==> config.mk <==
export PLATFORM = sky130hd
export DESIGN_NAME = scan_grid_triangulator_core
export DESIGN_NICKNAME = d
export VERILOG_FILES = /design/src/design/sgt_pkg.sv /design/src/design/scan_grid_triangulator_core.sv /design/src/design/sgt_delay_line.sv
export VERILOG_INCLUDE_DIRS = /design/src /design/src/design
export SDC_FILE = /design/constraint.sdc
export NUM_CORES = 1
export LEC_CHECK = 0
export BUFFER_PORTS_ARGS = -buffer_cell sky130_fd_sc_hd__buf_4
export CORE_MARGIN = 2
export CORE_UTILIZATION = 28
export DETAILED_ROUTE_END_ITERATION = 10
export HOLD_SLACK_MARGIN = 0.12
export PLACE_DENSITY = 0.54
export SKIP_LAST_GASP = 1
export SLEW_MARGIN = 20
export SYNTH_ARGS = -nofsm -noshare
export SYNTH_HDL_FRONTEND = slang
export SYNTH_SLANG_ARGS = --single-unit
export TNS_END_PERCENT = 5
==> constraint.sdc <==
create_clock -name clk -period 8.61 [get_ports clk]
set_clock_uncertainty 0.05 [all_clocks]
set_input_delay 0.861 -clock clk [delete_from_list [all_inputs] [get_ports clk]]
set_output_delay 0.861 -clock clk [all_outputs]
set_load 0.05 [all_outputs]
==> src/design/scan_grid_triangulator_core_defines.svh <==
// Assertion macros for the scan grid triangulator core.
// No dependencies; include with the bare file name.
`ifndef SCAN_GRID_TRIANGULATOR_CORE_DEFINES_SVH
`define SCAN_GRID_TRIANGULATOR_CORE_DEFINES_SVH

// Same-cycle implication, disabled during reset.
`define SGT_ASSERT_NOW(label, clk, rst, ante, cons, msg) \
  label: assert property (@(posedge clk) disable iff (rst) (ante) |-> (cons)) \
    else $error(msg);

// Next-cycle implication, disabled during reset.
`define SGT_ASSERT_NEXT(label, clk, rst, ante, cons, msg) \
  label: assert property (@(posedge clk) disable iff (rst) (ante) |=> (cons)) \
    else $error(msg);

`endif

==> src/design/sgt_pkg.sv <==
// Shared types and constants for the scan grid triangulator.
// No dependencies.
package sgt_pkg;

  localparam int CFG_W = 5;
  localparam logic [CFG_W-1:0] CFG_RESET = 5'd10;
  localparam int CFG_MIN = 2;

  typedef enum logic [1:0] {
    ROW_FIRST,
    ROW_MID,
    ROW_LAST
  } row_kind_t;

  // Control of the point waiting for its triangles.
  typedef struct packed {
    logic      seen;
    row_kind_t kind;
    logic      phase;
  } emit_ctl_t;

endpackage

==> src/design/scan_grid_triangulator_core.sv <==
// Scan grid triangulator core. Points arrive column by column, with
// points_per_column rows in each column (values below 2 act as 2, above
// MAX_COLUMN_POINTS as MAX_COLUMN_POINTS). The first column of a scan gives
// no triangles; each later point gives one triangle on the first and last
// row and two on every other row, the final one flagged by last_of_run.
// new_scan restarts the row count and the column history. Timing: a point
// is written to the delay line and its two previous-column neighbors are
// read in the cycle it is accepted; its triangles then pass from the emit
// stage to the single triangle output register, one per cycle unless
// out_stall holds it. A middle-row point stays in the emit stage until
// both its triangles have left; a new point is taken once the stage is
// empty or its point finishes. The delay line needs no clearing pass
// after reset. Write points_per_column only while idle.
`include "scan_grid_triangulator_core_defines.svh"

module scan_grid_triangulator_core #(
  parameter int MAX_COLUMN_POINTS = 16,
  parameter int COORD_WIDTH       = 16
) (
  input  logic                          clk,
  input  logic                          rst,
  // configuration
  input  logic                          cfg_wen,
  input  logic [sgt_pkg::CFG_W-1:0]     cfg_wdata,
  // point channel
  input  logic                          in_valid,
  output logic                          in_stall,
  input  logic                          new_scan,
  input  logic signed [COORD_WIDTH-1:0] point_x,
  input  logic signed [COORD_WIDTH-1:0] point_y,
  input  logic signed [COORD_WIDTH-1:0] point_z,
  // triangle channel
  output logic                          out_valid,
  input  logic                          out_stall,
  output logic signed [COORD_WIDTH-1:0] a_x,
  output logic signed [COORD_WIDTH-1:0] a_y,
  output logic signed [COORD_WIDTH-1:0] a_z,
  output logic signed [COORD_WIDTH-1:0] b_x,
  output logic signed [COORD_WIDTH-1:0] b_y,
  output logic signed [COORD_WIDTH-1:0] b_z,
  output logic signed [COORD_WIDTH-1:0] c_x,
  output logic signed [COORD_WIDTH-1:0] c_y,
  output logic signed [COORD_WIDTH-1:0] c_z,
  output logic                          last_of_run
);

  import sgt_pkg::*;

  localparam int ADDR_W = $clog2(MAX_COLUMN_POINTS);
  localparam int CNT_W  = $clog2(MAX_COLUMN_POINTS + 1);
  localparam int CMP_W  = (CNT_W > CFG_W) ? CNT_W : CFG_W;
  localparam int PT_W   = 3 * COORD_WIDTH;
  localparam logic [CMP_W-1:0] N_MAX = CMP_W'(MAX_COLUMN_POINTS);
  localparam logic [CMP_W-1:0] N_MIN = CMP_W'(CFG_MIN);

  // ---------------------------------------------------------------------
  // Configuration and row tracking
  // ---------------------------------------------------------------------
  logic [CFG_W-1:0]  points_per_column;
  logic [ADDR_W-1:0] row_position;
  logic              col_seen;

  logic [CMP_W-1:0]  cfg_ext;
  logic [CMP_W-1:0]  n_eff;
  logic [ADDR_W-1:0] row_cur;
  logic [CMP_W-1:0]  row_cur_ext;
  logic [ADDR_W-1:0] row_after;
  logic              row_is_last;
  logic              seen_in;
  row_kind_t         kind_in;
  logic              in_take;
  logic [PT_W-1:0]   cur_pt;

  always_comb begin
    cfg_ext = CMP_W'(points_per_column);
    priority if (cfg_ext < N_MIN) begin
      n_eff = N_MIN;
    end else if (cfg_ext > N_MAX) begin
      n_eff = N_MAX;
    end else begin
      n_eff = cfg_ext;
    end
    // A new scan, or a column length that shrank below the row, restarts
    // the column at row zero.
    if (new_scan || (CMP_W'(row_position) >= n_eff)) begin
      row_cur = '0;
    end else begin
      row_cur = row_position;
    end
    row_cur_ext = CMP_W'(row_cur);
    row_after   = row_cur + ADDR_W'(1);
    row_is_last = (row_cur_ext == (n_eff - CMP_W'(1)));
    seen_in     = col_seen && !new_scan;
    priority if (row_cur == '0) begin
      kind_in = ROW_FIRST;
    end else if (row_is_last) begin
      kind_in = ROW_LAST;
    end else begin
      kind_in = ROW_MID;
    end
  end

  assign cur_pt  = {point_x, point_y, point_z};
  assign in_take = in_valid && !in_stall;

  always_ff @(posedge clk) begin
    if (rst) begin
      points_per_column <= CFG_RESET;
      row_position      <= '0;
      col_seen          <= 1'b0;
    end else begin
      if (cfg_wen) begin
        points_per_column <= cfg_wdata;
      end
      if (in_take) begin
        if (row_is_last) begin
          row_position <= '0;
          col_seen     <= 1'b1;
        end else begin
          row_position <= row_after;
          col_seen     <= seen_in;
        end
      end
    end
  end

  // ---------------------------------------------------------------------
  // Delay line: write the new point at its row and read the previous
  // column's point at this row and the next one in the same cycle. The
  // read sees the old entry, so no forwarding is needed; a later point
  // only reads rows written at least one transaction earlier.
  // ---------------------------------------------------------------------
  logic [PT_W-1:0] rd_same;
  logic [PT_W-1:0] rd_next;

  sgt_delay_line #(
    .DEPTH  (MAX_COLUMN_POINTS),
    .DATA_W (PT_W)
  ) u_delay_line (
    .clk       (clk),
    .wr_en     (in_take),
    .wr_addr   (row_cur),
    .wr_data   (cur_pt),
    .rd_en     (in_take),
    .rd_addr_a (row_cur),
    .rd_addr_b (row_after),
    .rd_data_a (rd_same),
    .rd_data_b (rd_next)
  );

  // ---------------------------------------------------------------------
  // Emit stage: hold the accepted point and its predecessor while its
  // triangles drain into the output register.
  // ---------------------------------------------------------------------
  logic            s1_valid;
  emit_ctl_t       s1_ctl;
  logic [PT_W-1:0] s1_cur;
  logic [PT_W-1:0] s1_before;

  logic            out_free;
  logic            emit_go;
  logic            more_after;
  logic            s1_done;
  logic            use_next;
  logic [PT_W-1:0] tri_b;
  logic [PT_W-1:0] tri_c;

  always_comb begin
    out_free   = !out_valid || !out_stall;
    emit_go    = s1_valid && s1_ctl.seen && out_free;
    more_after = (s1_ctl.kind == ROW_MID) && !s1_ctl.phase;
    // A first-column point leaves at once with nothing to emit.
    s1_done    = s1_valid && (!s1_ctl.seen || (out_free && !more_after));
    use_next   = (s1_ctl.kind == ROW_FIRST) || ((s1_ctl.kind == ROW_MID) && s1_ctl.phase);
    if (use_next) begin
      tri_b = s1_cur;
      tri_c = rd_next;
    end else begin
      tri_b = s1_before;
      tri_c = s1_cur;
    end
  end

  // Take a new point while the stage is empty or the held one finishes in this cycle.
  assign in_stall = s1_valid && !s1_done;

  always_ff @(posedge clk) begin
    if (rst) begin
      s1_valid <= 1'b0;
      s1_ctl   <= '{seen: 1'b0, kind: ROW_FIRST, phase: 1'b0};
    end else if (in_take) begin
      s1_valid <= 1'b1;
      s1_ctl   <= '{seen: seen_in, kind: kind_in, phase: 1'b0};
    end else if (s1_done) begin
      s1_valid <= 1'b0;
    end else if (emit_go) begin
      s1_ctl.phase <= 1'b1;
    end
  end

  // Q' is always the point accepted just before, since a row above zero
  // is only reached from the row before it.
  always_ff @(posedge clk) begin
    if (in_take) begin
      s1_cur    <= cur_pt;
      s1_before <= s1_cur;
    end
  end

  // ---------------------------------------------------------------------
  // Output register
  // ---------------------------------------------------------------------
  always_ff @(posedge clk) begin
    if (rst) begin
      out_valid <= 1'b0;
    end else if (emit_go) begin
      out_valid <= 1'b1;
    end else if (!out_stall) begin
      out_valid <= 1'b0;
    end
  end

  always_ff @(posedge clk) begin
    if (emit_go) begin
      a_x         <= rd_same[PT_W-1 -: COORD_WIDTH];
      a_y         <= rd_same[2*COORD_WIDTH-1 -: COORD_WIDTH];
      a_z         <= rd_same[COORD_WIDTH-1:0];
      b_x         <= tri_b[PT_W-1 -: COORD_WIDTH];
      b_y         <= tri_b[2*COORD_WIDTH-1 -: COORD_WIDTH];
      b_z         <= tri_b[COORD_WIDTH-1:0];
      c_x         <= tri_c[PT_W-1 -: COORD_WIDTH];
      c_y         <= tri_c[2*COORD_WIDTH-1 -: COORD_WIDTH];
      c_z         <= tri_c[COORD_WIDTH-1:0];
      last_of_run <= !more_after;
    end
  end

  // ---------------------------------------------------------------------
  // Assertions
  // ---------------------------------------------------------------------
  `SGT_ASSERT_NEXT(a_pair_back_to_back, clk, rst,
    out_valid && !out_stall && !last_of_run, out_valid && last_of_run,
    "second triangle of a middle row did not follow the first")
  `SGT_ASSERT_NOW(a_phase_mid_only, clk, rst,
    s1_valid && s1_ctl.phase, s1_ctl.kind == ROW_MID,
    "second phase on a point that has one triangle")
  `SGT_ASSERT_NOW(a_row_in_range, clk, rst,
    in_take, row_cur_ext < n_eff,
    "delay line row beyond the column length")
  `SGT_ASSERT_NEXT(a_new_scan_silent, clk, rst,
    in_take && new_scan, s1_valid && !s1_ctl.seen,
    "first point of a scan would emit triangles")

endmodule

==> src/design/sgt_delay_line.sv <==
// Column delay line: one write port, two registered read ports.
// No dependencies.
module sgt_delay_line #(
  parameter int DEPTH  = 16,
  parameter int DATA_W = 48
) (
  input  logic                     clk,
  input  logic                     wr_en,
  input  logic [$clog2(DEPTH)-1:0] wr_addr,
  input  logic [DATA_W-1:0]        wr_data,
  input  logic                     rd_en,
  input  logic [$clog2(DEPTH)-1:0] rd_addr_a,
  input  logic [$clog2(DEPTH)-1:0] rd_addr_b,
  output logic [DATA_W-1:0]        rd_data_a,
  output logic [DATA_W-1:0]        rd_data_b
);

  logic [DATA_W-1:0] mem [DEPTH];

  // Reads return the old contents on a same-address write.
  always_ff @(posedge clk) begin
    if (wr_en) begin
      mem[wr_addr] <= wr_data;
    end
    if (rd_en) begin
      rd_data_a <= mem[rd_addr_a];
      rd_data_b <= mem[rd_addr_b];
    end
  end

endmodule
==> results of run 1 <==
## flip-flops by register name, summed over array words and instances, names as in the netlist, 48 cells and up
register and flops:
u_delay_line.rd_data_a 48, u_delay_line.rd_data_b 48, s1_cur 48, s1_before 48
u_delay_line.mem 768
## power by group through the flow
stage / Sequential, W / Combinational, W / Clock, W
after floorplan: 0.00634 / 0.000613 / 0
after global placement: 0.00635 / 0.00101 / 0
after detailed placement: 0.00635 / 0.00101 / 0
after CTS: 0.00624 / 0.00101 / 0.00553
after global routing: 0.00624 / 0.00107 / 0.00573
final: 0.00623 / 0.00101 / 0.00538
## worst max-delay path by stage
stage | slack, ps | end | startpoint
after detailed placement | 2810 | u_delay_line.rd_data_b[41] | row_position[0]
after global routing | 2570 | u_delay_line.rd_data_b[40] | cfg_ext[2]
after CTS | 2820 | u_delay_line.rd_data_b[15] | row_position[0]
after global placement | 2820 | u_delay_line.rd_data_b[28] | cfg_ext[2]
final | 2800 | u_delay_line.rd_data_b[11] | row_position[0]
after floorplan | 2190 | u_delay_line.mem[13][0] | cfg_ext[2]
## through the flow
| step | area (µm²) | cells | total power [W] | setup slack, ps | hold slack, ps |
|---|---|---|---|---|---|
| 2_1_floorplan | 47300 | 2724 | 0.00696 | 2190 | 350 |
| 3_3_place_gp | 51300 | 4967 | 0.00736 | 2820 | 354 |
| 5_1_grt | 55400 | 5207 | 0.0130 | 2570 | 218 |
| 4_1_cts | 55400 | 5206 | 0.0128 | 2820 | 195 |
| 6_report | 55400 | 5208 | 0.0126 | 2800 | 254 |
| 3_5_place_dp | 51300 | 4967 | 0.00736 | 2810 | 355 |
## cell usage in the layout, fill, tap and decap left out, drive strengths merged, types with 16 or more instances in the layout
master / instances
nor2b: 53
clkbuf: 158
mux4: 106
o221ai: 96
nor2: 20
mux2i: 319
inv: 19
o21ai: 52
dfxtp: 16
mux2: 97
buf: 255
nor3: 16
a21oi: 108
nand2: 33
a221o: 48
o22ai: 98
edfxtp: 1105
a211oi: 141
or4: 49
o22a: 85
clkinv: 60
## worst reg2reg max path: cells and delay by family (launching register included)
family / cells / cell delay [ps]
buffers and inverters: 3 / 1260
flip-flops: 1 / 740
AND/OR/NAND/NOR: 2 / 1100
adder cells (fa/ha/maj): 2 / 960
AO/OA/AOI/OAI: 4 / 1550
## routing by layer
layer	vias up	share of wire	GRT usage
met5	-	0.00018	0
met4	4	0.033	0.0613
met3	264	0.060	0.0282
met2	1056	0.48	0.265
met1	14600	0.43	0.209
li1	11800	-	-
## cells by family (layout without fill, tap and decap cells)
family | Yosys count | in the layout | synth area share
mux | 522 | 522 | 0.141
xor+xnor | 5 | 5 | 0.000927
other cells | 0 | 1 | 0
compound gates | 648 | 648 | 0.102
simple gates | 194 | 194 | 0.0238
fa+ha+maj | 7 | 7 | 0.00185
flops | 1121 | 1121 | 0.709
buf+inv | 227 | 506 | 0.0211
## area by class of cell
type,count,share of cell area
well taps,2204,0.0497
flip-flops and latches,1121,0.604
clock buffers,158,0.0627
diodes,1,0.0000451
multi-input cells,1376,0.234
inverters,12,0.00111
repair buffers,255,0.0360
clock inverters,81,0.0122
==> impl_metrics.env, run 1 <==
export IMPL_status="finished clean"
export IMPL_hold_violations=0
export IMPL_max_freq_mhz=172
export IMPL_core_region_area_um2=167000
export IMPL_synth_avg_cell_area_um2=17.3
export IMPL_path_class="flop to flop"
export IMPL_synth_seq_cells=1121
export IMPL_drv_cap=0
export IMPL_regArea_um2=33500
export IMPL_path_max_fanout=52
export IMPL_synth_nets=2790
export IMPL_intPower_w=0.00963
export IMPL_p_seq_frac=0.494
export IMPL_clock_path_buffers=3
export IMPL_fin_util=0.331
export IMPL_worst_path_buf_inv=3
export IMPL_setup_viol=0
export IMPL_clockPowerShare=0.427
export IMPL_crit_slowest_cell="nand2_4"
export IMPL_start_util=0.282
export IMPL_dpl_hpwl_mm=71.9
export IMPL_hold_path_class="input pin to flop"
export IMPL_wl_per_cell_um=27.2
export IMPL_p_per_area_nw_per_um2=228
export IMPL_postRouteWirelength_mm=142
export IMPL_p_sw_frac=0.237
export IMPL_ff2ff_setup_slack_ps=2800
export IMPL_finalCritPeriodShare=0.674
export IMPL_cts_hold_buf=0
export IMPL_fin_nets=2962
export IMPL_power_switching_w=0.00299
export IMPL_postCtsSetupBuffers=0
export IMPL_combPwrFrac=0.080
export IMPL_max_slew_worst_pin_slew_ps=1180
export IMPL_r2r_end="u_delay_line.rd_data_b[11]"
export IMPL_synth_cell_types=52
export IMPL_viasPerCell=5.31
export IMPL_arrival_ps=6380
export IMPL_cpMostUsedCell="inv_1"
export IMPL_synth_edff_count=1105
export IMPL_drt_iter0_markers=2612
export IMPL_rsz0062_at_grt="no"
export IMPL_grt_pass1_vias=28000
export IMPL_cts_resized=0
export IMPL_leakage_nw=17.6
export IMPL_port_buffers=205
export IMPL_synth_commonest_cells="edfxtp_1, mux2i_1, clkbuf_1"
export IMPL_synth_ff_type="edfxtp_1"
export IMPL_yosysTopAreaCell="edfxtp_1"
export IMPL_synth_area_leaders="edfxtp_1, mux2i_1, mux4_2, mux2_2, a211oi_1"
export IMPL_clock_sinks=1121
export IMPL_grt_max_degree=148
export IMPL_cts_made_buffers=130
export IMPL_worstHoldStart="cfg_wdata[3]"
export IMPL_path_delay_family="compound AO/OA/AOI/OAI gates"
export IMPL_area_growth_pct=17.4
export IMPL_yosysTopAreaCellShare=0.702
export IMPL_worstHoldEndpoint="cfg_ext[3]"
export IMPL_clk_pin_slew_worst_paths_ps=60
export IMPL_min_period_ps=5810
export IMPL_reg2reg_from="row_position[0]"
export IMPL_pin_count=206
export IMPL_async_flop_share=0
export IMPL_fp_dieH_um=415
export IMPL_relSlewSlack=0.211
export IMPL_drv_slew=0
export IMPL_yosysMostFrequentCell="edfxtp_1"
export IMPL_first_pass_iters=6
export IMPL_overflow=0
export IMPL_critPathLaunchType="flop"
export IMPL_yosysSeqAreaShare=0.709
export IMPL_vdd_ir_drop_max_v=0.000224
export IMPL_min_delay_path_depth=2
export IMPL_syn_inst=2724
export IMPL_clock_latency_ps=770
export IMPL_grt_pass1_wl_mm=201
export IMPL_cts_htree_levels=4
export IMPL_antenna_found_initial=7
export IMPL_worstRegToRegCells=11
export IMPL_die_area_um2=172000
export IMPL_vias=27700
export IMPL_track_usage=0.160
export IMPL_post_route_drc_count=0
export IMPL_cts_tree="built"
export IMPL_clock_root_buffer="clkbuf_16"
export IMPL_worst_path_stages=11
export IMPL_rows=150
export IMPL_endpoint_kind="flop"
export IMPL_layout_drive_gt1_share=0.238
export IMPL_die_w_um=415
export IMPL_cp_slowest_stage_delay_ps=860
export IMPL_multi_input_area_um2=13000
export IMPL_final_setup_tns_ps=0
export IMPL_crit_chain="inv_1 > ha_1 > nor2b_2 > o211ai_2 > a21o_4 > inv_1 > ha_4 > buf_4 > nand2_4 > o221ai_1 > a221o_1"
export IMPL_ant_nets=0
export IMPL_critPathRequiredTime_ps=9180
export IMPL_nFillCells=16000
export IMPL_ys_warn_count=0
export IMPL_netlist_area_um2=47200
export IMPL_gp_congestion=0.756
(Power assumes the default switching activity.)
==> run 2: changes to the inputs <==
--- a/config.mk
+++ b/config.mk
@@ -11,7 +11,7 @@
 export CORE_UTILIZATION = 28
 export DETAILED_ROUTE_END_ITERATION = 10
 export HOLD_SLACK_MARGIN = 0.12
-export PLACE_DENSITY = 0.54
+export PLACE_DENSITY = 0.53
 export SKIP_LAST_GASP = 1
 export SLEW_MARGIN = 20
 export SYNTH_ARGS = -nofsm -noshare
==> constraint.sdc (replaced) <==
create_clock -name clk -period 6.05 [get_ports clk]
set_clock_uncertainty 0.05 [all_clocks]
set_input_delay 0.605 -clock clk [delete_from_list [all_inputs] [get_ports clk]]
set_output_delay 0.605 -clock clk [all_outputs]
set_load 0.05 [all_outputs]
==> impl_metrics.env, run 2 (synthesis results as in run 1) <==
export IMPL_crit_path_start="cfg_ext[2]"
export IMPL_critPathLaunchType="flop"
export IMPL_drv_slew=0
export IMPL_busiest_layer="met2"
export IMPL_layout_drive_gt1_share=0.234
export IMPL_die_area_um2=172000
export IMPL_gp_congestion=0.767
export IMPL_cts_resized=0
export IMPL_grtUsageMet1=0.208
export IMPL_clockPowerShare=0.431
export IMPL_path_class="flop to flop"
export IMPL_clock_root_buffer="clkbuf_16"
export IMPL_overflow=0
export IMPL_postRouteWirelength_mm=144
export IMPL_pin_count=206
export IMPL_die_w_um=415
export IMPL_arrival_ps=5240
export IMPL_dp_cells=4993
export IMPL_cts_tree="built"
export IMPL_drv_cap=0
export IMPL_port_buffers=205
export IMPL_largest_register_ffs=768
export IMPL_p_per_area_nw_per_um2=322
export IMPL_nFillCells=16000
export IMPL_p_seq_frac=0.487
export IMPL_worstRegToRegCells=13
export IMPL_clock_path_buffers=3
export IMPL_fp_dieH_um=415
export IMPL_status="finished clean"
export IMPL_combPwrFrac=0.082
export IMPL_final_cell_mix="edfxtp_1, mux2i_1, buf_4"
export IMPL_track_usage=0.164
export IMPL_intPower_w=0.0140
export IMPL_rsz0062_at_grt="no"
export IMPL_vdd_ir_drop_max_v=0.000294
export IMPL_ant_nets=0
export IMPL_drt_iter0_markers=2604
export IMPL_hold_path_class="input pin to flop"
export IMPL_hold_violations=0
export IMPL_fin_cells=5299
export IMPL_antenna_found_initial=4
export IMPL_max_freq_mhz=209
export IMPL_post_route_drc_count=0
export IMPL_first_pass_iters=5
export IMPL_worstHoldEndpoint="s1_cur[24]"
export IMPL_clock_sinks=1121
export IMPL_start_util=0.282
export IMPL_reg2reg_from="cfg_ext[2]"
export IMPL_postCtsSetupBuffers=0
export IMPL_regArea_um2=33500
export IMPL_core_region_area_um2=167000
export IMPL_clk_pin_slew_worst_paths_ps=60
export IMPL_leakage_nw=18.0
export IMPL_cts_made_buffers=133
export IMPL_ff2ff_setup_slack_ps=1260
export IMPL_path_max_fanout=38
export IMPL_gr_usage_met2=0.279
export IMPL_r2r_end="u_delay_line.rd_data_b[36]"
export IMPL_final_common_cell="edfxtp_1"
export IMPL_grt_pass1_vias=28600
export IMPL_dpl_hpwl_mm=77.2
export IMPL_grt_max_degree=128
export IMPL_min_period_ps=4790
export IMPL_p_sw_frac=0.233
export IMPL_min_delay_path_depth=1
export IMPL_rows=150
export IMPL_fin_nets=3055
export IMPL_worstHoldStart="point_y[8]"
export IMPL_setup_viol=0
export IMPL_grt_pass1_wl_mm=205
export IMPL_max_slew_worst_pin_slew_ps=1140
export IMPL_place_area_um2=51600
export IMPL_relSlewSlack=0.240
export IMPL_cts_hold_buf=65
export IMPL_cts_htree_levels=4
export IMPL_top_register="u_delay_line.mem"
export IMPL_vias=28100
export IMPL_multi_input_area_um2=13000
export IMPL_final_area_um2=56500
export IMPL_power_switching_w=0.00424
export IMPL_finalCritPeriodShare=0.792
export IMPL_viasPerCell=5.29
export IMPL_critPathRequiredTime_ps=6490
export IMPL_wl_per_cell_um=27.2
export IMPL_endpoint_kind="flop"
export IMPL_use_met3=0.0278
export IMPL_clock_latency_ps=760
export IMPL_area_growth_pct=19.5
==> run 2: area by class of cell <==
class / instances / share of cell area
Clock buffer: 177 / 0.0634
Sequential cell: 1121 / 0.593
Timing Repair Buffer: 345 / 0.0520
Inverter: 12 / 0.00109
Multi-Input combinational cell: 1376 / 0.230
Antenna cell: 2 / 0.0000886
Tap cell: 2204 / 0.0488
Clock inverter: 62 / 0.0115
==> run 2: per-stage QoR <==
stage | util | total power (W) | hold slack [ps] | setup TNS, ps | worst slack (ps)
2_1_floorplan | - | 0.00990 | 350 | -88220 | -371
3_3_place_gp | 0.308 | 0.0105 | 355 | 0 | 1200
3_5_place_dp | 0.308 | 0.0105 | 355 | 0 | 1320
4_1_cts | 0.337 | 0.0184 | 123 | 0 | 1280
5_1_grt | 0.337 | 0.0188 | 143 | 0 | 954
6_report | 0.337 | 0.0182 | 189 | 0 | 1260
==> run 2: critical path, stage by stage, from the launching register on <==
cell	delay, ps
dfxtp_1	340
o311ai_0	460
inv_1	140
ha_1	310
nor2b_2	40
o211ai_2	320
a21o_4	570
inv_1	170
ha_4	550
buf_4	630
mux4_2	400
nand2_1	80
o221ai_1	140
a221o_1	290
==> run 2: routing by layer <==
layer  share of wire  up-vias
met3           0.061      244
met2            0.50     1063
met5         0.00021        -
met1            0.41    14800
met4           0.031        4
li1                -    12000
==> run 2: power by group through the flow <==
stage | clock network [W] | registers (W) | logic, W
2_1_floorplan | 0 | 0.00903 | 0.000873
3_3_place_gp | 0 | 0.00904 | 0.00144
3_5_place_dp | 0 | 0.00904 | 0.00146
4_1_cts | 0.00807 | 0.00888 | 0.00149
5_1_grt | 0.00835 | 0.00889 | 0.00158
6_report | 0.00785 | 0.00887 | 0.00148
==> run 2: worst max-delay path by stage <==
stage	endpoint	slack [ps]	cells past startpoint
floorplan	u_delay_line.mem[13][0]	-370	14
global placement	u_delay_line.rd_data_b[47]	1200	13
detailed placement	u_delay_line.rd_data_b[42]	1320	13
CTS	u_delay_line.rd_data_b[36]	1280	13
global route	u_delay_line.mem[3][16]	950	11
finish	u_delay_line.rd_data_b[36]	1260	13
